--- src/fpg_pkg.sv ---
// Shared types, constants and lookup functions for the fuzz payload generator.
package fpg_pkg;

  localparam int PAYLOAD_MAX_DEF = 20;
  localparam int TABLE_LEN       = 22;
  localparam int FMT_LEN         = 10;

  localparam logic [31:0] SEED_BASE     = 32'h1234_ABCD;
  localparam logic [31:0] SEED_MUL      = 32'h9E37_79B1;
  localparam logic [31:0] SEED_ZERO_FIX = 32'hDEAD_BEEF;

  // request codes
  localparam logic REQ_START = 1'b0;
  localparam logic REQ_BUILD = 1'b1;

  // fixed corpus iteration numbers
  localparam logic [15:0] ITER_EMPTY    = 16'd0;
  localparam logic [15:0] ITER_ONE_00   = 16'd1;
  localparam logic [15:0] ITER_ONE_FF   = 16'd2;
  localparam logic [15:0] ITER_ONE_7F   = 16'd3;
  localparam logic [15:0] ITER_ONE_80   = 16'd4;
  localparam logic [15:0] ITER_FILL_00  = 16'd5;
  localparam logic [15:0] ITER_FILL_FF  = 16'd6;
  localparam logic [15:0] ITER_FILL_41  = 16'd7;
  localparam logic [15:0] ITER_RAMP     = 16'd8;
  localparam logic [15:0] ITER_FMT      = 16'd9;
  localparam logic [15:0] ITER_ALT      = 16'd10;

  // length draw codes (low three bits of the first step)
  localparam logic [2:0] LCODE_ONE   = 3'd0;
  localparam logic [2:0] LCODE_MAX_A = 3'd1;
  localparam logic [2:0] LCODE_MAX_B = 3'd2;

  // byte draw codes (low two bits of the byte step)
  localparam logic [1:0] KIND_TAB_A = 2'd0;
  localparam logic [1:0] KIND_TAB_B = 2'd1;
  localparam logic [1:0] KIND_HIGH  = 2'd2;
  localparam logic [1:0] KIND_POS   = 2'd3;

  typedef enum logic {
    MSRC_LEN  = 1'b0,
    MSRC_BYTE = 1'b1
  } msrc_t;

  // controller -> datapath
  typedef struct packed {
    logic  take;
    logic  seed_load;
    logic  prng_step;
    logic  len_corpus;
    logic  len_from_r;
    logic  len_from_mod;
    logic  mod_start;
    msrc_t mod_sel;
    logic  mod_step;
    logic  idx_clear;
    logic  idx_inc;
    logic  emit;
  } cmd_t;

  // datapath -> controller
  typedef struct packed {
    logic is_start;
    logic is_corpus;
    logic r_short;
    logic mod_done;
    logic last_byte;
    logic out_free;
  } sts_t;

  function automatic logic [31:0] xorshift32(input logic [31:0] s);
    logic [31:0] x;
    x = s;
    x = x ^ (x << 13);
    x = x ^ (x >> 17);
    x = x ^ (x << 5);
    return x;
  endfunction

  function automatic logic [7:0] pick_byte(input logic [4:0] i);
    logic [7:0] b;
    case (i)
      5'd0:    b = 8'h00;
      5'd1:    b = 8'h01;
      5'd2:    b = 8'h02;
      5'd3:    b = 8'h03;
      5'd4:    b = 8'h04;
      5'd5:    b = 8'h07;
      5'd6:    b = 8'h08;
      5'd7:    b = 8'h0A;
      5'd8:    b = 8'h0D;
      5'd9:    b = 8'h10;
      5'd10:   b = 8'h20;
      5'd11:   b = 8'h25;
      5'd12:   b = 8'h2F;
      5'd13:   b = 8'h40;
      5'd14:   b = 8'h41;
      5'd15:   b = 8'h5C;
      5'd16:   b = 8'h7E;
      5'd17:   b = 8'h7F;
      5'd18:   b = 8'h80;
      5'd19:   b = 8'h81;
      5'd20:   b = 8'hFE;
      5'd21:   b = 8'hFF;
      default: b = 8'h00;
    endcase
    return b;
  endfunction

  // "%s%n%x%p%d"
  function automatic logic [7:0] fmt_byte(input logic [3:0] i);
    logic [7:0] b;
    case (i)
      4'd1:    b = 8'h73;
      4'd3:    b = 8'h6E;
      4'd5:    b = 8'h78;
      4'd7:    b = 8'h70;
      4'd9:    b = 8'h64;
      default: b = 8'h25;
    endcase
    return b;
  endfunction

endpackage

--- src/fpg_mod.sv ---
// Iterative remainder unit: 32-bit dividend, eight bits per cycle.
module fpg_mod #(
  parameter int RW = 7
) (
  input  logic          clk,
  input  logic          rst,
  input  logic          start,
  input  logic          step,
  input  logic [31:0]   src,
  input  logic [RW-1:0] modulus,
  output logic [RW-1:0] rem,
  output logic          done
);

  logic [31:0]   shreg;
  logic [2:0]    cnt;
  logic [RW-1:0] rem_next;

  // restoring reduction, one dividend bit per inner step
  always_comb begin
    logic [RW:0] t;
    rem_next = rem;
    for (int k = 0; k < 8; k++) begin
      t = {rem_next, shreg[31-k]};
      if (t >= {1'b0, modulus}) begin
        t = t - {1'b0, modulus};
      end
      rem_next = t[RW-1:0];
    end
  end

  always_ff @(posedge clk) begin
    if (rst) begin
      cnt <= 3'd4;
    end else if (start) begin
      cnt <= 3'd0;
    end else if (step && !cnt[2]) begin
      cnt <= cnt + 3'd1;
    end
  end

  always_ff @(posedge clk) begin
    if (start) begin
      shreg <= src;
      rem   <= '0;
    end else if (step && !cnt[2]) begin
      shreg <= shreg << 8;
      rem   <= rem_next;
    end
  end

  assign done = cnt[2];

endmodule

--- src/fpg_dp.sv ---
// Datapath: seed, PRNG, length and byte selection, output register.
module fpg_dp #(
  parameter int PAYLOAD_MAX = fpg_pkg::PAYLOAD_MAX_DEF
) (
  input  logic          clk,
  input  logic          rst,
  input  logic          cfg_we,
  input  logic [15:0]   cfg_wdata,
  input  logic          req_type,
  input  logic [15:0]   iteration,
  input  fpg_pkg::cmd_t cmd,
  output fpg_pkg::sts_t sts,
  output logic          out_valid,
  input  logic          out_ready,
  output logic [7:0]    payload_byte,
  output logic [4:0]    byte_index,
  output logic [4:0]    payload_length,
  output logic          is_empty,
  output logic          last
);

  localparam int LW0    = $clog2(PAYLOAD_MAX + 1);
  localparam int LW     = (LW0 > 5) ? LW0 : 5;
  localparam int MODMAX = (PAYLOAD_MAX > fpg_pkg::TABLE_LEN) ? PAYLOAD_MAX
                                                             : fpg_pkg::TABLE_LEN;
  localparam int RW     = $clog2(MODMAX) + 1;

  logic [15:0]   target_handle;
  logic [31:0]   prng_state;
  logic [31:0]   seed_prod;
  logic          req_start;
  logic [15:0]   iter;
  logic [LW-1:0] len;
  logic [LW-1:0] idx;
  logic [31:0]   rand_v;

  logic [31:0]   prng_nxt;
  logic [31:0]   seed_raw;
  logic [31:0]   mod_src;
  logic [RW-1:0] modulus;
  logic [RW-1:0] mod_rem;
  logic          mod_done;
  logic          is_corpus;
  logic [LW-1:0] corpus_len;
  logic [7:0]    corpus_b;
  logic [7:0]    rand_b;
  logic [7:0]    byte_sel;
  logic [LW-1:0] idx_plus;
  logic          r_short;

  assign prng_nxt = fpg_pkg::xorshift32(prng_state);
  assign seed_raw = fpg_pkg::SEED_BASE ^ seed_prod;

  always_ff @(posedge clk) begin
    if (rst) begin
      target_handle <= 16'd1;
    end else if (cfg_we) begin
      target_handle <= cfg_wdata;
    end
  end

  always_ff @(posedge clk) begin
    seed_prod <= fpg_pkg::SEED_MUL * {16'd0, target_handle};
  end

  always_ff @(posedge clk) begin
    if (rst) begin
      prng_state <= fpg_pkg::SEED_BASE;
    end else if (cmd.seed_load) begin
      if (target_handle != 16'd0) begin
        prng_state <= (seed_raw == 32'd0) ? fpg_pkg::SEED_ZERO_FIX : seed_raw;
      end
    end else if (cmd.prng_step) begin
      prng_state <= prng_nxt;
    end
  end

  always_ff @(posedge clk) begin
    if (cmd.take) begin
      req_start <= (req_type == fpg_pkg::REQ_START);
      iter      <= iteration;
    end
    if (cmd.prng_step) begin
      rand_v <= prng_nxt;
    end
  end

  // remainder unit operands
  assign mod_src = (cmd.mod_sel == fpg_pkg::MSRC_BYTE) ? {2'b00, prng_nxt[31:2]} : prng_nxt;
  assign modulus = (cmd.mod_sel == fpg_pkg::MSRC_BYTE) ? RW'(fpg_pkg::TABLE_LEN)
                                                      : RW'(PAYLOAD_MAX);

  fpg_mod #(.RW(RW)) u_mod (
    .clk     (clk),
    .rst     (rst),
    .start   (cmd.mod_start),
    .step    (cmd.mod_step),
    .src     (mod_src),
    .modulus (modulus),
    .rem     (mod_rem),
    .done    (mod_done)
  );

  assign is_corpus = (iter <= fpg_pkg::ITER_ALT);

  always_comb begin
    case (iter)
      fpg_pkg::ITER_EMPTY: corpus_len = '0;
      fpg_pkg::ITER_ONE_00,
      fpg_pkg::ITER_ONE_FF,
      fpg_pkg::ITER_ONE_7F,
      fpg_pkg::ITER_ONE_80: corpus_len = LW'(1);
      fpg_pkg::ITER_FMT:    corpus_len = LW'(fpg_pkg::FMT_LEN);
      default:              corpus_len = LW'(PAYLOAD_MAX);
    endcase
  end

  always_comb begin
    case (iter)
      fpg_pkg::ITER_ONE_FF,
      fpg_pkg::ITER_FILL_FF: corpus_b = 8'hFF;
      fpg_pkg::ITER_ONE_7F:  corpus_b = 8'h7F;
      fpg_pkg::ITER_ONE_80:  corpus_b = 8'h80;
      fpg_pkg::ITER_FILL_41: corpus_b = 8'h41;
      fpg_pkg::ITER_RAMP:    corpus_b = 8'(idx);
      fpg_pkg::ITER_FMT:     corpus_b = fpg_pkg::fmt_byte(idx[3:0]);
      fpg_pkg::ITER_ALT:     corpus_b = idx[0] ? 8'h55 : 8'hAA;
      default:               corpus_b = 8'h00;
    endcase
  end

  always_comb begin
    case (rand_v[1:0])
      fpg_pkg::KIND_TAB_A,
      fpg_pkg::KIND_TAB_B: rand_b = fpg_pkg::pick_byte(mod_rem[4:0]);
      fpg_pkg::KIND_HIGH:  rand_b = rand_v[15:8];
      default:             rand_b = 8'(idx);
    endcase
  end

  assign byte_sel = is_corpus ? corpus_b : rand_b;

  always_comb begin
    case (prng_state[2:0])
      fpg_pkg::LCODE_ONE,
      fpg_pkg::LCODE_MAX_A,
      fpg_pkg::LCODE_MAX_B: r_short = 1'b1;
      default:              r_short = 1'b0;
    endcase
  end

  always_ff @(posedge clk) begin
    if (cmd.len_corpus) begin
      len <= corpus_len;
    end else if (cmd.len_from_r) begin
      len <= (prng_state[2:0] == fpg_pkg::LCODE_ONE) ? LW'(1) : LW'(PAYLOAD_MAX);
    end else if (cmd.len_from_mod) begin
      len <= LW'(mod_rem) + LW'(1);
    end
    if (cmd.idx_clear) begin
      idx <= '0;
    end else if (cmd.idx_inc) begin
      idx <= idx_plus;
    end
  end

  assign idx_plus = idx + LW'(1);

  // output register
  always_ff @(posedge clk) begin
    if (rst) begin
      out_valid <= 1'b0;
    end else if (cmd.emit) begin
      out_valid <= 1'b1;
    end else if (out_ready) begin
      out_valid <= 1'b0;
    end
  end

  always_ff @(posedge clk) begin
    if (cmd.emit) begin
      payload_byte   <= (len == '0) ? 8'h00 : byte_sel;
      byte_index     <= idx[4:0];
      payload_length <= len[4:0];
      is_empty       <= (len == '0);
      last           <= (len == '0) || (idx_plus == len);
    end
  end

  assign sts.is_start  = req_start;
  assign sts.is_corpus = is_corpus;
  assign sts.r_short   = r_short;
  assign sts.mod_done  = mod_done;
  assign sts.last_byte = (len == '0) || (idx_plus == len);
  assign sts.out_free  = !out_valid || out_ready;

endmodule

--- src/fpg_ctrl.sv ---
// Controller: sequences seeding, length draw and per-byte generation.
module fpg_ctrl (
  input  logic          clk,
  input  logic          rst,
  input  logic          in_valid,
  output logic          in_ready,
  input  fpg_pkg::sts_t sts,
  output fpg_pkg::cmd_t cmd
);

  typedef enum logic [7:0] {
    S_IDLE     = 8'b0000_0001,
    S_DISPATCH = 8'b0000_0010,
    S_SEED     = 8'b0000_0100,
    S_LEN      = 8'b0000_1000,
    S_LMOD     = 8'b0001_0000,
    S_BSTEP    = 8'b0010_0000,
    S_BMOD     = 8'b0100_0000,
    S_EMIT     = 8'b1000_0000
  } state_t;

  state_t state, state_next;

  always_ff @(posedge clk) begin
    if (rst) begin
      state <= S_IDLE;
    end else begin
      state <= state_next;
    end
  end

  assign in_ready = (state == S_IDLE);

  always_comb begin
    state_next = state;
    cmd        = '0;
    unique case (state)
      S_IDLE: begin
        if (in_valid) begin
          cmd.take   = 1'b1;
          state_next = S_DISPATCH;
        end
      end
      S_DISPATCH: begin
        if (sts.is_start) begin
          state_next = S_SEED;
        end else if (sts.is_corpus) begin
          cmd.len_corpus = 1'b1;
          cmd.idx_clear  = 1'b1;
          state_next     = S_EMIT;
        end else begin
          cmd.prng_step = 1'b1;
          cmd.idx_clear = 1'b1;
          state_next    = S_LEN;
        end
      end
      S_SEED: begin
        cmd.seed_load = 1'b1;
        state_next    = S_IDLE;
      end
      S_LEN: begin
        if (sts.r_short) begin
          cmd.len_from_r = 1'b1;
          state_next     = S_BSTEP;
        end else begin
          cmd.prng_step = 1'b1;
          cmd.mod_start = 1'b1;
          cmd.mod_sel   = fpg_pkg::MSRC_LEN;
          state_next    = S_LMOD;
        end
      end
      S_LMOD: begin
        cmd.mod_sel = fpg_pkg::MSRC_LEN;
        if (sts.mod_done) begin
          cmd.len_from_mod = 1'b1;
          state_next       = S_BSTEP;
        end else begin
          cmd.mod_step = 1'b1;
        end
      end
      S_BSTEP: begin
        cmd.prng_step = 1'b1;
        cmd.mod_start = 1'b1;
        cmd.mod_sel   = fpg_pkg::MSRC_BYTE;
        state_next    = S_BMOD;
      end
      S_BMOD: begin
        cmd.mod_sel = fpg_pkg::MSRC_BYTE;
        if (sts.mod_done) begin
          state_next = S_EMIT;
        end else begin
          cmd.mod_step = 1'b1;
        end
      end
      S_EMIT: begin
        if (sts.out_free) begin
          cmd.emit = 1'b1;
          if (sts.last_byte) begin
            state_next = S_IDLE;
          end else begin
            cmd.idx_inc = 1'b1;
            state_next  = sts.is_corpus ? S_EMIT : S_BSTEP;
          end
        end
      end
      default: begin
        state_next = S_IDLE;
      end
    endcase
  end

endmodule

--- src/fuzz_payload_generator_core.sv ---
// Top level of the fuzz payload generator: controller, datapath, ports.
//
//  channel  | handshake             | payload
//  ---------+-----------------------+-----------------------------------------------
//  in       | in_valid / in_ready   | req_type, iteration
//  out      | out_valid / out_ready | payload_byte, byte_index, payload_length,
//           |                       | is_empty, last
//  cfg      | cfg_we (no wait)      | cfg_wdata -> target_handle
//
// Start item: accept, 32x16 seed multiply registered, seed write; no result.
// Corpus item (iterations 0..10): accept and dispatch, then one result per cycle
// while the out channel is free. Random item: the same accept and dispatch (first
// PRNG step taken in dispatch), then the length draw, or the modulo by PAYLOAD_MAX
// on the shared remainder unit (8 bits per cycle), then per byte: one PRNG step,
// the table pick in the remainder unit, and loading the result.
// Reset: synchronous; PRNG state returns to 0x1234ABCD, target_handle to 1.
// A stalled out channel holds the controller in its emit state; the next input item
// is taken once the last result of the current one sits in the output register.
module fuzz_payload_generator_core #(
  parameter int PAYLOAD_MAX = fpg_pkg::PAYLOAD_MAX_DEF
) (
  input  logic        clk,
  input  logic        rst,
  // configuration
  input  logic        cfg_we,
  input  logic [15:0] cfg_wdata,
  // input items
  input  logic        in_valid,
  output logic        in_ready,
  input  logic        req_type,
  input  logic [15:0] iteration,
  // result items
  output logic        out_valid,
  input  logic        out_ready,
  output logic [7:0]  payload_byte,
  output logic [4:0]  byte_index,
  output logic [4:0]  payload_length,
  output logic        is_empty,
  output logic        last
);

  fpg_pkg::cmd_t cmd;
  fpg_pkg::sts_t sts;

  fpg_ctrl u_ctrl (
    .clk      (clk),
    .rst      (rst),
    .in_valid (in_valid),
    .in_ready (in_ready),
    .sts      (sts),
    .cmd      (cmd)
  );

  fpg_dp #(.PAYLOAD_MAX(PAYLOAD_MAX)) u_dp (
    .clk            (clk),
    .rst            (rst),
    .cfg_we         (cfg_we),
    .cfg_wdata      (cfg_wdata),
    .req_type       (req_type),
    .iteration      (iteration),
    .cmd            (cmd),
    .sts            (sts),
    .out_valid      (out_valid),
    .out_ready      (out_ready),
    .payload_byte   (payload_byte),
    .byte_index     (byte_index),
    .payload_length (payload_length),
    .is_empty       (is_empty),
    .last           (last)
  );

endmodule
--- config.mk ---
export PLATFORM = sky130hd
export DESIGN_NAME = fuzz_payload_generator_core
export DESIGN_NICKNAME = d
export VERILOG_FILES = /design/src/fpg_pkg.sv /design/src/fpg_mod.sv /design/src/fpg_dp.sv /design/src/fpg_ctrl.sv /design/src/fuzz_payload_generator_core.sv
export SDC_FILE = /design/constraint.sdc
export NUM_CORES = 1
export LEC_CHECK = 0
export BUFFER_PORTS_ARGS = -buffer_cell sky130_fd_sc_hd__buf_4
export CORE_MARGIN = 2
export CORE_UTILIZATION = 45
export DETAILED_ROUTE_END_ITERATION = 7
export PLACE_DENSITY_LB_ADDON = 0.3
export SETUP_SLACK_MARGIN = 0.5
export SYNTH_ARGS = -nofsm -noshare
export SYNTH_HDL_FRONTEND = slang
export SYNTH_SLANG_ARGS = --single-unit
--- constraint.sdc ---
create_clock -name clk -period 30 [get_ports clk]
set_input_delay 3 -clock clk [delete_from_list [all_inputs] [get_ports clk]]
set_output_delay 3 -clock clk [all_outputs]
set_load 0.05 [all_outputs]
## Word-level counts from Yosys, hierarchy flattened

Memory sizes are Yosys's and may differ from the RTL's. A register that Yosys moved wholly into a read port is not among the register bits.
Index checks and enable logic that the tools add are counted.

| word-level totals | value |
|---|---|
| register bits after elaboration | 193 |
| bits in read-only memories | 256 |
| memories kept | 1 |

| operators by class | value |
|---|---|
| eq/ne operators | 32 |
| mux-type cells | 66 |
| multiply operators | 1 |
| reductions and logical operators | 24 |
| magnitude comparators | 9 |
| add/subtract/negate cells | 11 |
| bitwise logic cells | 5 |

Memories:

| memory | words | width | rd ports | clocked after memory_dff | write ports | line | text |
|---|---|---|---|---|---|---|---|
| (name not given) | 32 | 8 | 1 | 1 | 0 | fpg_pkg.sv:82 | `case (i)` |

Operator list:

| kind | count |
|---|---|
| $mux 32 | 7 |
| $pmux 8 s7 | 2 |
| $mux 8 | 10 |
| $xor 32x32->32 | 2 |
| $ge 7x5->1 | 8 |
| $mux 6 | 9 |
| $eq 16x3->1 const B | 3 |
| $eq 16x4->1 const B | 3 |
| $sub 6x5->6 | 8 |
| $pmux 7 s5 | 1 |
| $eq 16x2->1 const B | 2 |
| $logic_not 32->1 | 1 |
| $mul 32x16->32 const A | 1 |
| $xor 32x15->32 | 1 |
| $mux 5 | 6 |
| $mux 1 | 19 |
| $eq 16x1->1 const B | 1 |
| $le 16x4->1 const B | 1 |
| $logic_not 16->1 | 1 |
| $pmux 8 s2 | 1 |
| $reduce_bool 16->1 | 1 |
| $not 15->15 | 1 |
| $pmux 5 s3 | 1 |
| $add 5x1->5 const B | 2 |
| 38 further kinds | 56 |

## Longest topological paths before layout

Gate-level depths: netlist of the first run.

| logic depth | value |
|---|---|
| word-level depth | 24 |
| mapped depth | 56 |
| gate-level depth less buffers | 52 |

## Modules after synthesis

From an unflattened synthesis of the first run, not the netlist that was laid out.

| unflattened totals | value |
|---|---|
| cells, all modules | 1859 |
| area, all modules | 17663.2 µm² |

By module, submodules not included:

| module | area an instance (µm²) | times used | cells an instance | sequential area each (µm²) |
|---|---|---|---|---|
| fpg_dp | 12553.3 | 1 | 1320 | 3283.1 |
| fpg_mod | 4384.2 | 1 | 454 | 1141.1 |
| fpg_ctrl | 725.7 | 1 | 85 | 160.2 |

## Least setup slack after synthesis of the first run

Ideal clock, no wire load.

| path | value |
|---|---|
| kind | register to register |
| start point | register u_ctrl.state[5] |
| end point | register (tool-made name) |
| arrival time | 10.819 ns |
| buffers on the path | 3 |
| stages on the path, launching flop included | 55 |
| library setup time | 0.092 ns |
| setup slack | 19.089 ns |
| data required time | 29.908 ns |
| path through | dfxtp_1 nor4_1 and2_1 nand3b_1 and2_1 clkbuf_1 clkinv_1 buf_1 ha_1 inv_1 ha_1 o21ai_0 nand2_1 o21ai_0 nand2b_1 inv_1 ha_1 a21o_2 (+19 left out) o2bb2ai_1 a211oi_1 or3_1 and2_1 ha_1 o31a_1 nor2_1 a21boi_0 ha_1 a311o_1 or3_4 a31oi_4 mux2i_1 a22o_1 ha_1 nand2_1 o21ai_0 o32ai_1 |

RTL lines:

| what | line | text |
|---|---|---|
| start: declaration | fpg_ctrl.sv:22 | `state_t state, state_next;` |
| start signal: assignment | fpg_ctrl.sv:28 | `state <= state_next;` |

==> metrics, run 1 <==
status finished, final reports clean; Yosys top cell by area fa_1; count of final setup violators 0; first-pass GRT wire length around 67 mm; via-per-instance ratio 5.65; number of global-route vias before repair 12.5k; Die Wd approximately 190 um; per-cell routed wire length between 15 and 20 um; Slew HR about 28%; Least-Margin Pin Slew 1.07 ns; Max Clk Rate 0.0821 GHz; hold crit path type reg2reg; RSZ-0062 raised after global routing no; setup tns final 0 ns; fin crit share between 40 and 50%; post-synth design cell area 16200 um2; CP required 30.36 ns; CTS tree yes; commonest non-fill, non-tap cell in the layout inv_1; Final Hold Viols 0; number of synthesized register bits 195; total number of vias 12.4k; CP peak stage delay between 0.4 and 0.5 ns; hold_sp u_dp.prng_state[30]; Starting Density 45.6%; synthesis-to-finish area growth 9.27%; worst setup path class reg2reg; crit end category register; Synth Net Count 1995; total CTS buffers 17; Max FO, Critical Path 34; global route overflow 0; clock root buffer clkbuf_16; diode count 0; Detailed Route WL slightly above 40 mm; fin. max-slew vios 0; Die ar. 37600 um2; IO buf count 59; CP most frequent cell ha_1; Synth top area share 17.8%; H-tree levels 4; layout cells sized above 1 7.98%; Worst R2R Start u_ctrl.state[5]; FP Rows 69; top post-synthesis cells by area fa_1, edfxtp_1, dfxtp_1; MaxCap Viol Count 0; Die H between 150 and 200 um; sequential-to-total area share from yosys stat just under 30%; Tmin final 12.18 ns; DR iter-0 viols between 900 and 1k; clk_skew 0.0139 ns; async set or reset register ratio after synthesis 0%; initial antenna violation count 0; Worst R2R Setup Slack between 15 and 20 ns; Top FF cell, synth dfxtp_1; Total GRT Usage ~22%; Startpoint Class register; synth warn 0; drt pass-1 iters 5; fillcell total 3331; Clock Tree Buf Depth 2; worst setup path startpoint u_ctrl.state[5]; number of flops mapped to enable cells by yosys 84; largest net degree at the start of global routing 44; postcts setup bufs 0; slowest CP cell a2111oi_0; clock-pin slew on the worst setup and hold paths around 0.080 ns; Post-route DRC 0; io pins 60; GP Congestion 0.924; Core ar. 35600 um2; number of nets in the layout 2034; Worst-Skew Late Latency 0.45 ns; DRT antenna net count 0; count of different cell masters after synthesis 95; clock sinks 195; Cells after Synth 1678; DP HPWL 32.4 mm; post-CTS sizing 0; cts hold-fix bufs 0; Avg Inst Size Synth 9.66 um2; most frequent cells in the layout inv_1, fa_1, nor2_1; CP arrival around 13 ns
[cells in the mapped netlist (all sizes together) (5+ instances only)]
cell type    n
a211o        6
a211oi      18
a21boi       8
a21o         8
a21oi      102
a221oi      18
a31oi        9
and2        14
and3         7
buf          9
clkbuf      42
dfxtp      111
edfxtp      84
fa         144
ha         135
inv        239
mux2i       31
nand2      104
nand2b       8
nand3       25
nand3b       5
nand4        8
nor2       140
nor2b        9
nor3        33
nor3b        5
nor4        12
o211ai      15
o21a        12
o21ai       68
o21bai       5
o221ai      16
o22a         5
o22ai       12
o2bb2ai      5
o31ai        9
or2          7
or3          6
xnor2       81
xor2        35
[metal layers]
| metal | GRT usage, % | vias to the layer above | wire length, um |
|---|---|---|---|
| met5 | 0 | - | 0 |
| met4 | 6.12 | 0 | 847 |
| met1 | 30.3 | 6100 | 18100 |
| met3 | 2.87 | 57 | 2030 |
| li1 | - | 5870 | - |
| met2 | 38.0 | 342 | 20000 |
[path summary, 6_finish.rpt]
| kind | depth (start not counted) | end |
|---|---|---|
| max | 52 | register |
| min | 2 | u_dp.prng_state[30] |
| max reg2reg | 52 | register |
| min reg2reg | 2 | u_dp.prng_state[30] |
[cell families after synthesis]
family                     after synthesis  synth area share [%]
and+or+nand+nor                        399                  11.7
xor gates and xnor gates               116                  6.27
adders and majority gates              279                  28.2
AOI/OAI and AO/OA                      363                  15.6
DFF                                    195                  29.3
muxes                                   34                  2.12
buffers and inverters                  292                  6.89
[state kept, by name, indices dropped and copies added, names as in the netlist, 6 cells and up, named ones only]
register / flops
u_dp.prng_state: 32
u_dp.seed_prod: 32
u_dp.target_handle: 16
u_dp.payload_byte: 8
u_ctrl.state: 8
u_dp.rand_v: 10
u_dp.iter: 16
u_dp.u_mod.shreg: 32
u_dp.u_mod.rem: 6
[stage by stage]
step	utilization, %	instances	setup slack [ns]	hold slack [ns]	instance area [um2]
final	49.8	2191	17.82	0.469	17700
after global routing	49.8	2191	16.84	0.485	17700
after CTS	49.8	2191	18.04	0.471	17700
after detailed placement	48.1	2159	18.05	0.462	17100
after global placement	48.1	2159	18.35	0.457	17100
after floorplan	-	1678	19.09	0.443	16200
[area by class of cell]
cell class,count,area [um2],share of cell area [%]
inverters,241,905,5.11
flip-flops and latches,195,4740,26.8
clock inverters,12,128,0.720
well taps,461,577,3.26
clock buffers,20,468,2.64
repair buffers,71,533,3.01
multi-input cells,1191,10400,58.5
[worst max-delay path, delay by kind of cell, from the launching register on]
kind	cells	cell delay, ns
compound gates	23	5.50
simple gates	13	2.99
fa+ha+maj	9	2.33
buf+inv	6	0.63
flops	1	0.34
mux	1	0.27
Power of run 1 is left out: the tool's default activity adds up to more than one toggle a clock period on the data nets, which glitch-free logic cannot reach.
==> inputs of run 2 (changes only) <==
==> constraint.sdc (replaced) <==
create_clock -name clk -period 11.3 [get_ports clk]
set_input_delay 1.13 -clock clk [delete_from_list [all_inputs] [get_ports clk]]
set_output_delay 1.13 -clock clk [all_outputs]
set_load 0.05 [all_outputs]
==> run 2 against run 1 <==
Against the previous run: non-clock buffer count grew 14; routed wire length is 0.55% higher; worst setup slack lost 17 ns; core utilization is 1.0 points higher; critical path depth decreased by 1; largest cell class unchanged; clock skew increased by 0.0032 ns; design area grew 2.0%; global-route usage is essentially flat; final cell count is 0.64% higher; flip-flop and latch count stayed put; sequential share of layout area down 0.52 points.
==> metrics, run 2 (synthesis results as in run 1) <==
hold crit path type reg2reg; first-pass GRT wire length 66.8 mm (-0.74%); IO buf count 59 (unchanged); most frequent cells in the layout inv_1, fa_1, nor2_1; fin crit share 91.1% (+51 points); Detailed Route WL 41.2 mm (+0.55%); commonest non-fill, non-tap cell in the layout inv_1; Final Hold Viols 0 (unchanged); Starting Density 45.6% (unchanged); Slew HR 16.2% (-12 points); Tmin final 10.29 ns (-1.88 ns); Post-Layout Cell Count 2205 (+0.64%); count of final setup violators 0 (unchanged); cell family contributing the most delay on the critical path compound AO/OA/AOI/OAI gates; clock sinks 195 (unchanged); Core ar. 35600 um2 (unchanged); Die Wd 194 um (unchanged); Worst R2R Setup Slack 1.01 ns (-16.82 ns); global route overflow 0 (unchanged); MaxCap Viol Count 0 (unchanged); CP most frequent cell ha_2; diode count 0 (unchanged); FP Rows 69 (unchanged); total CTS buffers 17 (unchanged); clock root buffer clkbuf_16; worst setup path class reg2reg; Die H 194 um (unchanged); layout cells sized above 1 10.7% (+2.7 points); initial antenna violation count 0 (unchanged); CP arrival 10.66 ns (-1.87 ns); hold depth 2 (unchanged); number of global-route vias before repair 12.6k (+0.92%); fin. max-slew vios 0 (unchanged); number of nets in the layout 2048 (+0.69%); crit end category register; CP peak stage delay 0.44 ns (-0.03 ns); placed cells 2160 (+0.046%); per-cell routed wire length 18.7 um (about the same); Worst-Skew Late Latency 0.45 ns (about the same); Clock Tree Buf Depth 2 (unchanged); Max Clk Rate 0.0971 GHz (+18%); H-tree levels 4 (unchanged); Total GRT Usage 22.4% (-0.047 points); hold_sp u_dp.prng_state[31]; Bufs and invs on worst path 6 (unchanged); RSZ-0062 raised after global routing no; worst reg2reg path depth 51 (-1.9%); Least-Margin Pin Slew 1.25 ns (+0.177 ns); DR iter-0 viols 1025 (+9.6%); Max FO, Critical Path 10 (-71%); via-per-instance ratio 5.64 (about the same); CP required 11.67 ns (-18.69 ns); Top Layer Used met4; slowest CP cell or3_4; largest net degree at the start of global routing 44 (unchanged); hold path endpoint u_dp.prng_state[31]; Largest regs u_dp.prng_state (32), u_dp.seed_prod (32), u_dp.u_mod.shreg (32); Post-route DRC 0 (unchanged); io pins 60 (unchanged); clk_skew 0.0170 ns (+0.00315 ns); clock-pin slew on the worst setup and hold paths 0.09 ns (about the same); cts hold-fix bufs 0 (unchanged); Startpoint Class register; status finished, final reports clean; GP Congestion 0.955 (+3.4%); met1 wire length 18.2 mm (+0.25%); DRT antenna net count 0 (unchanged); synthesis-to-finish area growth 11.5%; CTS tree yes; total number of vias 12.4k (+0.62%); DR WL met2 19.9 mm (-0.56%); drt pass-1 iters 5 (unchanged); WL met3 2.27 mm (+12%); Die ar. 37600 um2 (unchanged); fin util 50.8% (+1.0 points); Worst R2R Start u_ctrl.state[2]; DP HPWL 32.3 mm (-0.24%)
==> run 2: cell type report <==
type / instances / area, um2
Clock buffer: 17 / 425
Clock inverter: 15 / 196
Fill cell: 3252 / 17500
Inverter: 241 / 907
Multi-Input combinational cell: 1191 / 10600
Sequential cell: 195 / 4750
Tap cell: 461 / 577
Timing Repair Buffer: 85 / 651
==> run 2: worst min-delay path: stages, from the launching register on <==
cell and delay, ns:
dfxtp_1 0.33, nand2_1 0.06, a21oi_1 0.05
==> run 2: worst max-delay path by stage <==
| stage | start | to | slack (ns) | cells after the start |
|---|---|---|---|---|
| 3_5_place_dp | u_ctrl.state[5] | register | -0.03 | 51 |
| 2_1_floorplan | u_ctrl.state[5] | register | 0.63 | 54 |
| 6_report | u_ctrl.state[2] | register | 1.01 | 51 |
| 5_1_grt | u_ctrl.state[2] | register | 0.44 | 51 |
| 3_3_place_gp | u_ctrl.state[5] | register | 0.24 | 51 |
| 4_1_cts | u_ctrl.state[5] | register | 0.53 | 51 |
==> run 2: per-layer routing <==
| metal | track usage (%) | up-vias |
|---|---|---|
| li1 | - | 5890 |
| met1 | 30.3 | 6098 |
| met2 | 37.7 | 397 |
| met3 | 3.04 | 61 |
| met4 | 6.09 | 0 |
| met5 | 0 | - |
==> run 2: timing repair <==
item,4_1_cts,5_1_grt
pin swaps,4,18
gates resized for setup,17,33
endpoints found under the setup margin,8,12
hold endpoints to repair,0,0
setup buffers,4,9
==> run 2: through the flow <==
stage	cell area [um2]	hold slack, ns	TNS (ns)	setup WS, ns
2_1_floorplan	16200	0.443	0	0.626
3_3_place_gp	17100	0.462	0	0.235
3_5_place_dp	17100	0.471	-0.0263	-0.0263
4_1_cts	17900	0.481	0	0.534
5_1_grt	18100	0.509	0	0.436
6_report	18100	0.481	0	1.01
Power of run 2 is left out for the same reason.
